### src/sv/hsv_to_rgb_converter_top_assert.svh
// ============================================================================
// HSV to RGB converter assertion macros
// Immediate-implication and fixed-latency checks clocked on clk, off in reset.
// ============================================================================
`ifndef HSV_TO_RGB_CONVERTER_TOP_ASSERT_SVH
`define HSV_TO_RGB_CONVERTER_TOP_ASSERT_SVH

`define HSVRGB_ASSERT_NOW(lbl, ante, cons, msg) \
	lbl: assert property (@(posedge clk) disable iff (!arst_n) (ante) |-> (cons)) else $error(msg);

`define HSVRGB_ASSERT_AFTER(lbl, n, ante, cons, msg) \
	lbl: assert property (@(posedge clk) disable iff (!arst_n) (ante) |-> ##(n) (cons)) else $error(msg);

`endif

### src/sv/hsvrgb_pkg.sv
// ============================================================================
// HSV to RGB converter package
// Field widths, fixed-point constants, sector codes and item types.
// ============================================================================
package hsvrgb_pkg;

	localparam int FRAC_BITS_DEF = 16;
	localparam int HUE_W         = 15;
	localparam int PCT_W         = 11;
	localparam int CH_W          = 8;
	localparam int POS_W         = 12;
	localparam int SV_PROD_W     = 22;
	localparam int LATENCY       = 7;

	localparam logic [HUE_W-1:0] HUE_FULL   = 15'd23040;
	localparam logic [HUE_W-1:0] HUE_SECTOR = 15'd3840;
	localparam logic [HUE_W-1:0] HUE_BASE_2 = 15'd7680;
	localparam logic [HUE_W-1:0] HUE_BASE_3 = 15'd11520;
	localparam logic [HUE_W-1:0] HUE_BASE_4 = 15'd15360;
	localparam logic [HUE_W-1:0] HUE_BASE_5 = 15'd19200;
	localparam logic [PCT_W-1:0] PCT_FULL   = 11'd1600;

	localparam longint unsigned PCT_DEN    = 64'd1600;
	localparam longint unsigned CHROMA_DEN = 64'd2560000;
	localparam longint unsigned SECT_DEN   = 64'd15;

	typedef enum logic [2:0] {
		SEC_RED_YEL = 3'd0,
		SEC_YEL_GRN = 3'd1,
		SEC_GRN_CYN = 3'd2,
		SEC_CYN_BLU = 3'd3,
		SEC_BLU_MAG = 3'd4,
		SEC_MAG_RED = 3'd5
	} sector_t;

	typedef struct packed {
		logic    valid;
		sector_t sector;
	} ctl_t;

	typedef struct packed {
		logic [HUE_W-1:0] hue;
		logic [PCT_W-1:0] saturation;
		logic [PCT_W-1:0] brightness;
	} hsv_t;

	typedef struct packed {
		logic [CH_W-1:0] red;
		logic [CH_W-1:0] green;
		logic [CH_W-1:0] blue;
	} rgb_t;

endpackage

### src/sv/hsvrgb_front.sv
// ============================================================================
// HSV to RGB front end
// Limits the inputs, splits hue into sector and position, forms value and
// chroma as fractions. Three pipeline stages.
// ============================================================================
module hsvrgb_front #(
	parameter int FRAC_BITS = hsvrgb_pkg::FRAC_BITS_DEF
) (
	input  logic                              clk,
	input  logic                              arst_n,
	input  logic                              start,
	input  hsvrgb_pkg::hsv_t                  hsv,
	output hsvrgb_pkg::ctl_t                  ctl,
	output logic [FRAC_BITS:0]                chroma,
	output logic [FRAC_BITS:0]                value,
	output logic [hsvrgb_pkg::POS_W-1:0]      pos
);

	localparam int VF_SHIFT = 16;
	localparam int VF_RW    = FRAC_BITS + 6;
	localparam logic [VF_RW-1:0] VF_RECIP = VF_RW'(
		((64'd1 << (VF_SHIFT + FRAC_BITS)) + hsvrgb_pkg::PCT_DEN - 64'd1)
		/ hsvrgb_pkg::PCT_DEN);
	localparam int C_SHIFT = (FRAC_BITS >= 12) ? 31 : 43 - FRAC_BITS;
	localparam int C_RW    = C_SHIFT + FRAC_BITS - 21;
	localparam logic [C_RW-1:0] C_RECIP = C_RW'(
		((64'd1 << (C_SHIFT + FRAC_BITS)) + hsvrgb_pkg::CHROMA_DEN - 64'd1)
		/ hsvrgb_pkg::CHROMA_DEN);

	logic                              valid_s1;
	logic [hsvrgb_pkg::HUE_W-1:0]      hue_s1;
	logic [hsvrgb_pkg::PCT_W-1:0]      sat_s1;
	logic [hsvrgb_pkg::PCT_W-1:0]      val_s1;

	logic                              valid_s2;
	hsvrgb_pkg::sector_t               sector_s2;
	logic [hsvrgb_pkg::SV_PROD_W-1:0]  sv_s2;
	logic [FRAC_BITS:0]                vf_s2;
	logic [hsvrgb_pkg::POS_W-1:0]      pos_s2;

	logic                              valid_s3;
	hsvrgb_pkg::sector_t               sector_s3;
	logic [FRAC_BITS:0]                chroma_s3;
	logic [FRAC_BITS:0]                vf_s3;
	logic [hsvrgb_pkg::POS_W-1:0]      pos_s3;

	logic [hsvrgb_pkg::HUE_W-1:0]      hue_wrap;
	logic [hsvrgb_pkg::PCT_W-1:0]      sat_lim;
	logic [hsvrgb_pkg::PCT_W-1:0]      val_lim;
	hsvrgb_pkg::sector_t               sector;
	logic [hsvrgb_pkg::HUE_W-1:0]      sector_base;
	logic [hsvrgb_pkg::HUE_W-1:0]      hue_off;
	logic [hsvrgb_pkg::PCT_W+VF_RW-1:0] vf_prod;
	logic [hsvrgb_pkg::SV_PROD_W+C_RW-1:0] c_prod;
	logic                              odd_sector;
	logic [hsvrgb_pkg::HUE_W-1:0]      pos_mirror;

	// stage 1: wrap hue, limit percentages
	always_comb begin
		hue_wrap = (hsv.hue >= hsvrgb_pkg::HUE_FULL) ? hsv.hue - hsvrgb_pkg::HUE_FULL : hsv.hue;
		sat_lim  = (hsv.saturation > hsvrgb_pkg::PCT_FULL) ? hsvrgb_pkg::PCT_FULL
			: hsv.saturation;
		val_lim  = (hsv.brightness > hsvrgb_pkg::PCT_FULL) ? hsvrgb_pkg::PCT_FULL
			: hsv.brightness;
	end

	// stage 2: sector split, value fraction, saturation times value
	always_comb begin
		priority if (hue_s1 >= hsvrgb_pkg::HUE_BASE_5) begin
			sector      = hsvrgb_pkg::SEC_MAG_RED;
			sector_base = hsvrgb_pkg::HUE_BASE_5;
		end else if (hue_s1 >= hsvrgb_pkg::HUE_BASE_4) begin
			sector      = hsvrgb_pkg::SEC_BLU_MAG;
			sector_base = hsvrgb_pkg::HUE_BASE_4;
		end else if (hue_s1 >= hsvrgb_pkg::HUE_BASE_3) begin
			sector      = hsvrgb_pkg::SEC_CYN_BLU;
			sector_base = hsvrgb_pkg::HUE_BASE_3;
		end else if (hue_s1 >= hsvrgb_pkg::HUE_BASE_2) begin
			sector      = hsvrgb_pkg::SEC_GRN_CYN;
			sector_base = hsvrgb_pkg::HUE_BASE_2;
		end else if (hue_s1 >= hsvrgb_pkg::HUE_SECTOR) begin
			sector      = hsvrgb_pkg::SEC_YEL_GRN;
			sector_base = hsvrgb_pkg::HUE_SECTOR;
		end else begin
			sector      = hsvrgb_pkg::SEC_RED_YEL;
			sector_base = '0;
		end
		hue_off = hue_s1 - sector_base;
		vf_prod = (hsvrgb_pkg::PCT_W+VF_RW)'(val_s1) * (hsvrgb_pkg::PCT_W+VF_RW)'(VF_RECIP);
	end

	// stage 3: chroma fraction, mirror position in falling sectors
	always_comb begin
		c_prod = (hsvrgb_pkg::SV_PROD_W+C_RW)'(sv_s2)
			* (hsvrgb_pkg::SV_PROD_W+C_RW)'(C_RECIP);
		odd_sector = (sector_s2 == hsvrgb_pkg::SEC_YEL_GRN)
			|| (sector_s2 == hsvrgb_pkg::SEC_CYN_BLU)
			|| (sector_s2 == hsvrgb_pkg::SEC_MAG_RED);
		pos_mirror = hsvrgb_pkg::HUE_SECTOR - hsvrgb_pkg::HUE_W'(pos_s2);
	end

	always_ff @(posedge clk or negedge arst_n) begin
		if (!arst_n) begin
			valid_s1 <= 1'b0;
			valid_s2 <= 1'b0;
			valid_s3 <= 1'b0;
		end else begin
			valid_s1 <= start;
			valid_s2 <= valid_s1;
			valid_s3 <= valid_s2;
		end
	end

	always_ff @(posedge clk) begin
		hue_s1    <= hue_wrap;
		sat_s1    <= sat_lim;
		val_s1    <= val_lim;
		sector_s2 <= sector;
		sv_s2     <= hsvrgb_pkg::SV_PROD_W'(sat_s1) * hsvrgb_pkg::SV_PROD_W'(val_s1);
		vf_s2     <= vf_prod[VF_SHIFT +: FRAC_BITS+1];
		pos_s2    <= hue_off[hsvrgb_pkg::POS_W-1:0];
		sector_s3 <= sector_s2;
		chroma_s3 <= c_prod[C_SHIFT +: FRAC_BITS+1];
		vf_s3     <= vf_s2;
		pos_s3    <= odd_sector ? pos_mirror[hsvrgb_pkg::POS_W-1:0] : pos_s2;
	end

	assign ctl    = '{valid: valid_s3, sector: sector_s3};
	assign chroma = chroma_s3;
	assign value  = vf_s3;
	assign pos    = pos_s3;

endmodule

### src/sv/hsvrgb_chroma.sv
// ============================================================================
// HSV to RGB secondary term
// Forms the offset and the secondary term from chroma and sector position.
// Two pipeline stages.
// ============================================================================
module hsvrgb_chroma #(
	parameter int FRAC_BITS = hsvrgb_pkg::FRAC_BITS_DEF
) (
	input  logic                          clk,
	input  logic                          arst_n,
	input  hsvrgb_pkg::ctl_t              ctl_in,
	input  logic [FRAC_BITS:0]            chroma_in,
	input  logic [FRAC_BITS:0]            value_in,
	input  logic [hsvrgb_pkg::POS_W-1:0]  pos_in,
	output hsvrgb_pkg::ctl_t              ctl,
	output logic [FRAC_BITS:0]            chroma,
	output logic [FRAC_BITS:0]            second,
	output logic [FRAC_BITS:0]            offset
);

	localparam int U_W  = FRAC_BITS + 1 + hsvrgb_pkg::POS_W;
	localparam int X_RW = FRAC_BITS + 5;
	localparam int X_SHIFT = FRAC_BITS + 8;
	localparam logic [X_RW-1:0] X_RECIP = X_RW'(
		((64'd1 << X_SHIFT) + hsvrgb_pkg::SECT_DEN - 64'd1) / hsvrgb_pkg::SECT_DEN);

	logic                   valid_s4;
	hsvrgb_pkg::sector_t    sector_s4;
	logic [U_W-1:0]         u_s4;
	logic [FRAC_BITS:0]     chroma_s4;
	logic [FRAC_BITS:0]     offset_s4;

	logic                   valid_s5;
	hsvrgb_pkg::sector_t    sector_s5;
	logic [FRAC_BITS:0]     chroma_s5;
	logic [FRAC_BITS:0]     second_s5;
	logic [FRAC_BITS:0]     offset_s5;

	logic [2*X_RW-1:0]      x_prod;

	// divide by 3840: drop 8 bits, then reciprocal of 15
	assign x_prod = (2*X_RW)'(u_s4[U_W-1:8]) * (2*X_RW)'(X_RECIP);

	always_ff @(posedge clk or negedge arst_n) begin
		if (!arst_n) begin
			valid_s4 <= 1'b0;
			valid_s5 <= 1'b0;
		end else begin
			valid_s4 <= ctl_in.valid;
			valid_s5 <= valid_s4;
		end
	end

	always_ff @(posedge clk) begin
		sector_s4 <= ctl_in.sector;
		u_s4      <= U_W'(chroma_in) * U_W'(pos_in);
		chroma_s4 <= chroma_in;
		offset_s4 <= value_in - chroma_in;
		sector_s5 <= sector_s4;
		chroma_s5 <= chroma_s4;
		second_s5 <= x_prod[X_SHIFT +: FRAC_BITS+1];
		offset_s5 <= offset_s4;
	end

	assign ctl    = '{valid: valid_s5, sector: sector_s5};
	assign chroma = chroma_s5;
	assign second = second_s5;
	assign offset = offset_s5;

endmodule

### src/sv/hsvrgb_mix.sv
// ============================================================================
// HSV to RGB channel mix
// Routes chroma and secondary term by sector, adds the offset and scales
// each channel to eight bits. Two pipeline stages.
// ============================================================================
module hsvrgb_mix #(
	parameter int FRAC_BITS = hsvrgb_pkg::FRAC_BITS_DEF
) (
	input  logic                  clk,
	input  logic                  arst_n,
	input  hsvrgb_pkg::ctl_t      ctl_in,
	input  logic [FRAC_BITS:0]    chroma_in,
	input  logic [FRAC_BITS:0]    second_in,
	input  logic [FRAC_BITS:0]    offset_in,
	output logic                  valid,
	output hsvrgb_pkg::rgb_t      rgb
);

	localparam int SC_W = FRAC_BITS + 9;

	logic                  valid_s6;
	logic [FRAC_BITS:0]    red_s6;
	logic [FRAC_BITS:0]    green_s6;
	logic [FRAC_BITS:0]    blue_s6;

	logic                  valid_s7;
	hsvrgb_pkg::rgb_t      rgb_s7;

	logic [FRAC_BITS:0]    red_t;
	logic [FRAC_BITS:0]    green_t;
	logic [FRAC_BITS:0]    blue_t;
	logic [SC_W-1:0]       red_sc;
	logic [SC_W-1:0]       green_sc;
	logic [SC_W-1:0]       blue_sc;

	always_comb begin
		unique case (ctl_in.sector)
			hsvrgb_pkg::SEC_RED_YEL: begin
				red_t = chroma_in; green_t = second_in; blue_t = '0;
			end
			hsvrgb_pkg::SEC_YEL_GRN: begin
				red_t = second_in; green_t = chroma_in; blue_t = '0;
			end
			hsvrgb_pkg::SEC_GRN_CYN: begin
				red_t = '0; green_t = chroma_in; blue_t = second_in;
			end
			hsvrgb_pkg::SEC_CYN_BLU: begin
				red_t = '0; green_t = second_in; blue_t = chroma_in;
			end
			hsvrgb_pkg::SEC_BLU_MAG: begin
				red_t = second_in; green_t = '0; blue_t = chroma_in;
			end
			default: begin
				red_t = chroma_in; green_t = '0; blue_t = second_in;
			end
		endcase
	end

	// times 255 as shift and subtract
	always_comb begin
		red_sc   = (SC_W'(red_s6) << 8) - SC_W'(red_s6);
		green_sc = (SC_W'(green_s6) << 8) - SC_W'(green_s6);
		blue_sc  = (SC_W'(blue_s6) << 8) - SC_W'(blue_s6);
	end

	always_ff @(posedge clk or negedge arst_n) begin
		if (!arst_n) begin
			valid_s6 <= 1'b0;
			valid_s7 <= 1'b0;
		end else begin
			valid_s6 <= ctl_in.valid;
			valid_s7 <= valid_s6;
		end
	end

	always_ff @(posedge clk) begin
		red_s6       <= red_t + offset_in;
		green_s6     <= green_t + offset_in;
		blue_s6      <= blue_t + offset_in;
		rgb_s7.red   <= red_sc[FRAC_BITS +: hsvrgb_pkg::CH_W];
		rgb_s7.green <= green_sc[FRAC_BITS +: hsvrgb_pkg::CH_W];
		rgb_s7.blue  <= blue_sc[FRAC_BITS +: hsvrgb_pkg::CH_W];
	end

	assign valid = valid_s7;
	assign rgb   = rgb_s7;

endmodule

### src/sv/hsv_to_rgb_converter_top.sv
// ============================================================================
// HSV to RGB converter
// Converts one HSV pixel into 8-bit RGB with the six-sector scheme.
// ============================================================================
//  channel  | ports                      | handshake
//  ---------+----------------------------+-------------------------------
//  input    | start, busy, hsv           | taken when start and not busy
//  result   | valid, rgb                 | one cycle strobe, no hold-off
//
// Seven register stages lie between an item being taken and its result.
// One item per clock, set by the fully pipelined datapath; busy stays low.
// Reset clears only the valid bits of the stages.
// The receiver cannot stall, so nothing is ever held back in the pipeline.
`include "hsv_to_rgb_converter_top_assert.svh"

module hsv_to_rgb_converter_top #(
	parameter int FRAC_BITS = hsvrgb_pkg::FRAC_BITS_DEF
) (
	input  logic              clk,
	input  logic              arst_n,
	input  logic              start,
	output logic              busy,
	input  hsvrgb_pkg::hsv_t  hsv,
	output logic              valid,
	output hsvrgb_pkg::rgb_t  rgb
);

	localparam int SUM_W = FRAC_BITS + 2;
	localparam logic [SUM_W-1:0] ONE_FULL = SUM_W'(1) << FRAC_BITS;

	logic                             take;
	hsvrgb_pkg::ctl_t                 front_ctl;
	logic [FRAC_BITS:0]               front_chroma;
	logic [FRAC_BITS:0]               front_value;
	logic [hsvrgb_pkg::POS_W-1:0]     front_pos;
	hsvrgb_pkg::ctl_t                 mid_ctl;
	logic [FRAC_BITS:0]               mid_chroma;
	logic [FRAC_BITS:0]               mid_second;
	logic [FRAC_BITS:0]               mid_offset;

	assign busy = 1'b0;
	assign take = start & ~busy;

	hsvrgb_front #(.FRAC_BITS(FRAC_BITS)) u_front (
		.clk    (clk),
		.arst_n (arst_n),
		.start  (take),
		.hsv    (hsv),
		.ctl    (front_ctl),
		.chroma (front_chroma),
		.value  (front_value),
		.pos    (front_pos)
	);

	hsvrgb_chroma #(.FRAC_BITS(FRAC_BITS)) u_chroma (
		.clk       (clk),
		.arst_n    (arst_n),
		.ctl_in    (front_ctl),
		.chroma_in (front_chroma),
		.value_in  (front_value),
		.pos_in    (front_pos),
		.ctl       (mid_ctl),
		.chroma    (mid_chroma),
		.second    (mid_second),
		.offset    (mid_offset)
	);

	hsvrgb_mix #(.FRAC_BITS(FRAC_BITS)) u_mix (
		.clk       (clk),
		.arst_n    (arst_n),
		.ctl_in    (mid_ctl),
		.chroma_in (mid_chroma),
		.second_in (mid_second),
		.offset_in (mid_offset),
		.valid     (valid),
		.rgb       (rgb)
	);

	`HSVRGB_ASSERT_AFTER(a_latency, hsvrgb_pkg::LATENCY, take, valid, "result strobe missing")
	`HSVRGB_ASSERT_AFTER(a_black, hsvrgb_pkg::LATENCY, take && (hsv.brightness == '0), (rgb.red == '0) && (rgb.green == '0) && (rgb.blue == '0), "zero brightness not black")
	`HSVRGB_ASSERT_AFTER(a_gray, hsvrgb_pkg::LATENCY, take && (hsv.saturation == '0), (rgb.red == rgb.green) && (rgb.green == rgb.blue), "zero saturation not gray")
	`HSVRGB_ASSERT_NOW(a_offset, mid_ctl.valid, (SUM_W'(mid_chroma) + SUM_W'(mid_offset)) <= ONE_FULL, "chroma plus offset above one")

endmodule

### config.mk
export PLATFORM = sky130hd
export DESIGN_NAME = hsv_to_rgb_converter_top
export DESIGN_NICKNAME = d
export VERILOG_FILES = /design/src/sv/hsvrgb_pkg.sv /design/src/sv/hsvrgb_front.sv /design/src/sv/hsvrgb_chroma.sv /design/src/sv/hsvrgb_mix.sv /design/src/sv/hsv_to_rgb_converter_top.sv
export VERILOG_INCLUDE_DIRS = /design/src /design/src/sv
export SDC_FILE = /design/constraint.sdc
export NUM_CORES = 2
export LEC_CHECK = 0
export BUFFER_PORTS_ARGS = -buffer_cell sky130_fd_sc_hd__buf_4
export CAP_MARGIN = 20
export CORE_MARGIN = 3
export CORE_UTILIZATION = 40
export DETAILED_ROUTE_END_ITERATION = 10
export HOLD_SLACK_MARGIN = 0.05
export MAX_ROUTING_LAYER = met4
export PLACE_DENSITY = 0.65
export SYNTH_ARGS = -nofsm -noshare
export SYNTH_HDL_FRONTEND = slang
export SYNTH_SLANG_ARGS = --single-unit
### constraint.sdc
create_clock -name clk -period 6.85 [get_ports clk]
set_clock_uncertainty 0.2 [all_clocks]
set_input_delay 0.685 -clock clk [delete_from_list [all_inputs] [get_ports clk]]
set_output_delay 0.685 -clock clk [all_outputs]
set_load 0.05 [all_outputs]
# == Word level (Yosys, flattened, before mapping) ==
# Index checks and enable logic that the tools add are counted.
# op_classes
n_addsub,10
n_mul,5
magnitude_cmp,8
eq_ne,7
muxes,14
n_reduce_logical,10
# op_table
cell,count
$pmux W17 S2,3
$mux W12,6
$sub A24 B17 Y24,3
$add A17 B17 Y17,3
$mul A22 B25 Y47 const B,1
$mul A21 B20 Y40 const B,1
$mul A11 B22 Y33 const B,1
$ge A15 B14 Y1 const B,2
$ge A15 B15 Y1 const B,2
$mul A17 B12 Y29,1
$gt A11 B11 Y1 const B,2
$mul A11 B11 Y22,1
$sub A17 B17 Y17,1
$ge A15 B12 Y1 const B,1
$ge A15 B13 Y1 const B,1
$mux W15,1
$sub A15 B15 Y15 const B,1
$reduce_or A2 Y1,7
$sub A12 B12 Y12,1
$sub A12 B12 Y12 const A,1
$eq A3 B2 Y1 const B,3
$eq A3 B1 Y1 const B,2
$eq A3 B3 Y1 const B,2
$mux W3,2
other kinds (3),5
# totals
reg_bits,342
inputBits,40
out_inout_bits,26
word_cells,87

# == Logic depth before layout (Yosys ltp) ==
# depth
ltp_word,7
ltp_mapped,26
depth_no_buf,26

# == Cells and area by module ==
# Synthesis repeated with hierarchy kept, for this count alone.
# hier_totals
hier_cells,3946
area_unflattened_um2,38769.7
# by_module_without_submodules
mod,n_inst,cells_per_inst,area_per_inst_um2,seq_area_each_um2
hsvrgb_front,1,2011,20485.9,2877.8
hsvrgb_chroma,1,1324,12782.3,2292.2
hsvrgb_mix,1,609,5490.3,1551.5
hsv_to_rgb_converter_top,1,2,11.3,0.0

# == Worst setup path after synthesis ==
# No wires, ideal clock.
# synth_timing
path_type,register to register
start,register u_front.sv_s2[11] (netlist bit)
end,register u_front.chroma_s3[16] (netlist: u_front.chroma[16])
setup_ps,72
arrival_ps,6100
required_time_ps,6578
slack_ps,477
stages_incl_launch_ff,23
n_path_buf,0
period_less_slack_ps,6373
cell_sequence,dfxtp_1 -> fa_1 -> fa_1 -> fa_1 -> inv_1 -> fa_1 -> fa_1 -> inv_1 -> fa_1 -> inv_1 -> fa_1 -> inv_1 -> ha_1 -> nand4_1 -> nor4_2 -> o2111ai_1 -> a21boi_1 -> a211o_1 -> a21oi_2 -> o21ai_2 -> nor4_2 -> nor3_2 -> xnor2_1
# synth_via
elab_chain_cells,1
# synth_rtl
item,line_no,text
start: declaration,hsvrgb_front.sv:37,logic [hsvrgb_pkg::SV_PROD_W-1:0] sv_s2;
start signal: assignment,hsvrgb_front.sv:119,sv_s2 <= hsvrgb_pkg::SV_PROD_W'(sat_s1) * hsvrgb_pkg::SV_PROD_W'(val_s1);
$mul A22 B25 Y47,hsvrgb_front.sv:95,* (hsvrgb_pkg::SV_PROD_W+C_RW)'(C_RECIP);
named net u_front.c_prod (one bit),hsvrgb_front.sv:54,logic [hsvrgb_pkg::SV_PROD_W+C_RW-1:0] c_prod;
end signal: assignment,hsvrgb_front.sv:123,chroma_s3 <= c_prod[C_SHIFT +: FRAC_BITS+1];
end: declaration,hsvrgb_front.sv:43,logic [FRAC_BITS:0] chroma_s3;
# The timed path passes the listed nets, and every way through them passes these cells.
# A chain may end at the register's enable or synchronous reset.

# == Worst setup path in the final report ==
# Ends and elaborated chain as after synthesis.

==> run summary <==
TIMING
----------------------------------------------------------------------------------------
Number of slew-limit violations in the final report .......................            0
Rel. slew slack ...........................................................        43.2%
Final hold slack ..........................................................     0.101 ns
Post-layout min period ....................................................      6.64 ns
Transition at the pin with the smallest max-transition slack ..............     0.851 ns
Hold Fails Final Rpt ......................................................            0
Final setup violating endpoints ...........................................            0
Period Utilization, post-route ............................................        96.9%
Achievable frequency ......................................................      151 MHz

ROUTING
----------------------------------------------------------------------------------------
Final routed DRC violation total ..........................................            0
Vias per cell .............................................................         4.88
Drt initial violations ....................................................        1,222
Number of vias after detailed routing .....................................        26.1k
Detailed-route wire length per cell .......................................      16.8 um
Post-DRT Antenna Nets .....................................................            0
Sum of routed wire length over all layers .................................      89.7 mm
Initial DRT Pass Iterations ...............................................            7

CELLS AND AREA
----------------------------------------------------------------------------------------
Leading cell type in the layout, fill and taps excluded ................... sky130_fd_sc_hd__inv_1
Area added between synthesis and finish ...................................        9.84%
# nets final ..............................................................        5,331
Commonest cells after routing, fill and taps aside ........................ sky130_fd_sc_hd__inv_1 (888), sky130_fd_sc_hd__ha_1 (678), sky130_fd_sc_hd__fa_1 (554)
Layout cells sized above 1 ................................................        5.75%

LOGIC SYNTHESIS
----------------------------------------------------------------------------------------
Sequential element share of the synthesized area ..........................        17.5%
Netlist Area Pre-Place ....................................................  0.0383 mm^2
Async set or reset register ratio after synthesis .........................        2.10%
Post-synth EDFFs ..........................................................            0
Dominant register cell in the synthesized netlist ......................... sky130_fd_sc_hd__dfxtp_1
Synthesis-stage register bit count ........................................          334
Unique cell type count in the Yosys netlist ...............................           76
Post-synthesis cell count .................................................        3,955
Post-synthesis area per instance ..........................................    9.69 um^2
Number of warnings issued by yosys ........................................            0
Number of nets produced by synthesis ......................................        5,229

WORST SETUP PATH
----------------------------------------------------------------------------------------
Worst-path fanout max .....................................................            6
Largest delay contributor family on the critical path .....................  adder cells
Arrival time at the worst endpoint ........................................      6.91 ns
Startpoint types ..........................................................     register
Crit-path slowest cell .................................................... sky130_fd_sc_hd__fa_1
Category of the most critical setup path ..................................      reg2reg
Buf/Inv on CP .............................................................            7
Slowest stage delay, CP ...................................................      0.56 ns
Critical Path Sink Type ...................................................     register
CP Data Required Time .....................................................      7.12 ns

CTS
----------------------------------------------------------------------------------------
Number of clock sinks .....................................................          334
Maximum level of the CTS H-tree ...........................................            2
Num CTS Buffers ...........................................................           38
Clock transition at path regs .............................................      0.06 ns
TritonCTS clock tree ......................................................        built
CTS Root Buffer Type ...................................................... sky130_fd_sc_hd__clkbuf_16
Maximum root-to-sink buffer count .........................................            3
Clk Latency, worst-skew pair ..............................................      0.59 ns

DIE
----------------------------------------------------------------------------------------
Row cnt ...................................................................          112
Area of the core region ...................................................  0.0942 mm^2
Horiz. Die Dim ............................................................       316 um
Y dimension of the die ....................................................       316 um
Initial Util ..............................................................        40.7%
Ports placed on the boundary ..............................................           66
Die Footprint .............................................................  0.0996 mm^2

GLOBAL ROUTING
----------------------------------------------------------------------------------------
Overall Global Routing Usage ..............................................        19.0%
Number of global-route vias before repair .................................        27.6k
Overflow after GRT ........................................................            0
Antenna violations before repair ..........................................            2
First-pass GRT wire length ................................................       146 mm
Largest net degree at the start of global routing .........................           35

STATUS
----------------------------------------------------------------------------------------
Result of the run ......................................................... finished, final reports clean

MIN PATH
----------------------------------------------------------------------------------------
Min-delay worst type ......................................................       in2reg

JOB
----------------------------------------------------------------------------------------
Count of max-cap constraint violations ....................................            0

PLACE
----------------------------------------------------------------------------------------
Total half-perimeter wirelength after legalization and detailed placement .      77.3 mm
Last weighted congestion value of the routability-driven placer ...........        0.961
Input/output buffers ......................................................           64

==> cell usage after synthesis (all sizes together) (18+ instances only) <==
library cell / count / area [um^2]
nor2: 105 / 394
dfxtp: 327 / 6550
o21bai: 23 / 173
nand2: 361 / 1360
inv: 888 / 3330
a22o: 21 / 184
nor3: 38 / 200
and3: 19 / 119
o21ai: 97 / 493
ha: 680 / 8510
nor2b: 40 / 250
o21a: 18 / 135
xor2: 39 / 342
clkbuf: 78 / 294
and2: 120 / 751
xnor2: 134 / 1170
fa: 554 / 11100
a21oi: 123 / 631
a21o: 45 / 338
nand3: 38 / 190
==> area by class of cell <==
class	count	area, um^2
antenna	1	2.50
sequential	334	6730
fill	9031	52100
inverter	888	3330
clock inverter	20	298
clock buffer	50	1020
timing repair buffer	145	1130
multi-input combinational	2650	28000
tap	1254	1570
==> worst reg2reg max path, cell delays in order (launching register included) <==
cell and delay (ns):
sky130_fd_sc_hd__dfxtp_1 0.35, sky130_fd_sc_hd__buf_4 0.17, sky130_fd_sc_hd__inv_1 0.05, sky130_fd_sc_hd__ha_1 0.37, sky130_fd_sc_hd__fa_1 0.56, sky130_fd_sc_hd__inv_1 0.07
sky130_fd_sc_hd__fa_1 0.50, sky130_fd_sc_hd__inv_1 0.05, sky130_fd_sc_hd__fa_1 0.53, sky130_fd_sc_hd__inv_1 0.05, sky130_fd_sc_hd__fa_1 0.44, sky130_fd_sc_hd__fa_1 0.48
sky130_fd_sc_hd__inv_1 0.05, sky130_fd_sc_hd__fa_1 0.47, sky130_fd_sc_hd__inv_1 0.04, sky130_fd_sc_hd__ha_1 0.31, sky130_fd_sc_hd__a21oi_1 0.13, sky130_fd_sc_hd__o21ai_0 0.13
sky130_fd_sc_hd__a221oi_2 0.36, sky130_fd_sc_hd__o31ai_4 0.17, sky130_fd_sc_hd__a211o_1 0.36, sky130_fd_sc_hd__a21oi_4 0.22, sky130_fd_sc_hd__o21ai_4 0.10, sky130_fd_sc_hd__nor4_2 0.17
sky130_fd_sc_hd__nor3_2 0.09, sky130_fd_sc_hd__xnor2_1 0.12
==> cells by family (layout without fill, tap and decap cells) <==
group                    count (synthesis)  in the layout  share of synthesized area [%]
AND/OR/NAND/NOR                        791            791                           9.83
multiplexers                             4              4                          0.108
AO/OA/AOI/OAI                          447            447                           7.92
flip-flops                             334            334                           17.5
XOR/XNOR                               173            173                           3.95
buffers and inverters                  971           1103                           9.52
other                                    1              2                        0.00978
adder cells (fa/ha/maj)               1234           1234                           51.1
==> metrics by stage <==
step | std cells | setup slack [ns] | setup TNS (ns) | util (%) | cell area (um^2)
after floorplan | 3955 | 0.477 | 0 | - | 38300
after global placement | 5254 | 0.0699 | 0 | 43.1 | 40500
after detailed placement | 5254 | 0.0160 | 0 | 43.1 | 40500
after CTS | 5339 | 0.0316 | 0 | 44.6 | 42000
after global routing | 5342 | -0.0662 | -0.142 | 44.7 | 42100
final | 5342 | 0.214 | 0 | 44.7 | 42100
==> timing repair <==
item,CTS,global route
hold buffers,15,0
buffers inserted,0,2
gates resized for setup,0,18
hold endpoints to repair,21,0
setup endpoints to repair,0,8
==> state kept, by name, summed over array words and instances, names as in the netlist, 11 cells and up <==
signal              count
u_chroma.chroma        17
u_chroma.chroma_s4     17
u_chroma.offset        17
u_chroma.offset_s4     17
u_chroma.second        17
u_chroma.u_s4          21
u_front.chroma         17
u_front.hue_s1         15
u_front.pos            12
u_front.pos_s2         12
u_front.sat_s1         11
u_front.sv_s2          22
u_front.val_s1         11
u_front.value          17
u_front.vf_s2          17
u_mix.blue_s6          17
u_mix.green_s6         17
u_mix.red_s6           17
u_mix.rgb              24
==> metal layers <==
metal  global-route usage, %  wire length [um]  part of all wire (%)
met4                    5.54              2810                   3.1
met3                    2.31              3640                   4.1
met5                       -                 0                     0
met1                    24.2             40000                    45
met2                    31.9             43200                    48
==> worst paths after layout <==
check / slack (ns) / from / to / depth (start not counted)
max: 0.21 / u_front.sv_s2[11]$_DFF_P_ / u_front.chroma[16]$_DFF_P_ / 25
min: 0.10 / hsv[33] / u_front.hue_s1[11]$_DFF_P_ / 2
max reg2reg: 0.21 / u_front.sv_s2[11]$_DFF_P_ / u_front.chroma[16]$_DFF_P_ / 25
min reg2reg: 0.12 / u_chroma.offset_s4[5]$_DFF_P_ / u_chroma.offset[5]$_DFF_P_ / 0
max in group asynchronous: 6.08 / arst_n / u_chroma.valid_s5$_DFF_PN0_ / 2
min in group asynchronous: 0.25 / arst_n / u_mix.valid_s6$_DFF_PN0_ / 2
Power is left out: the tool's default activity adds up to more than one toggle a clock period on the data nets, which glitch-free logic cannot reach.
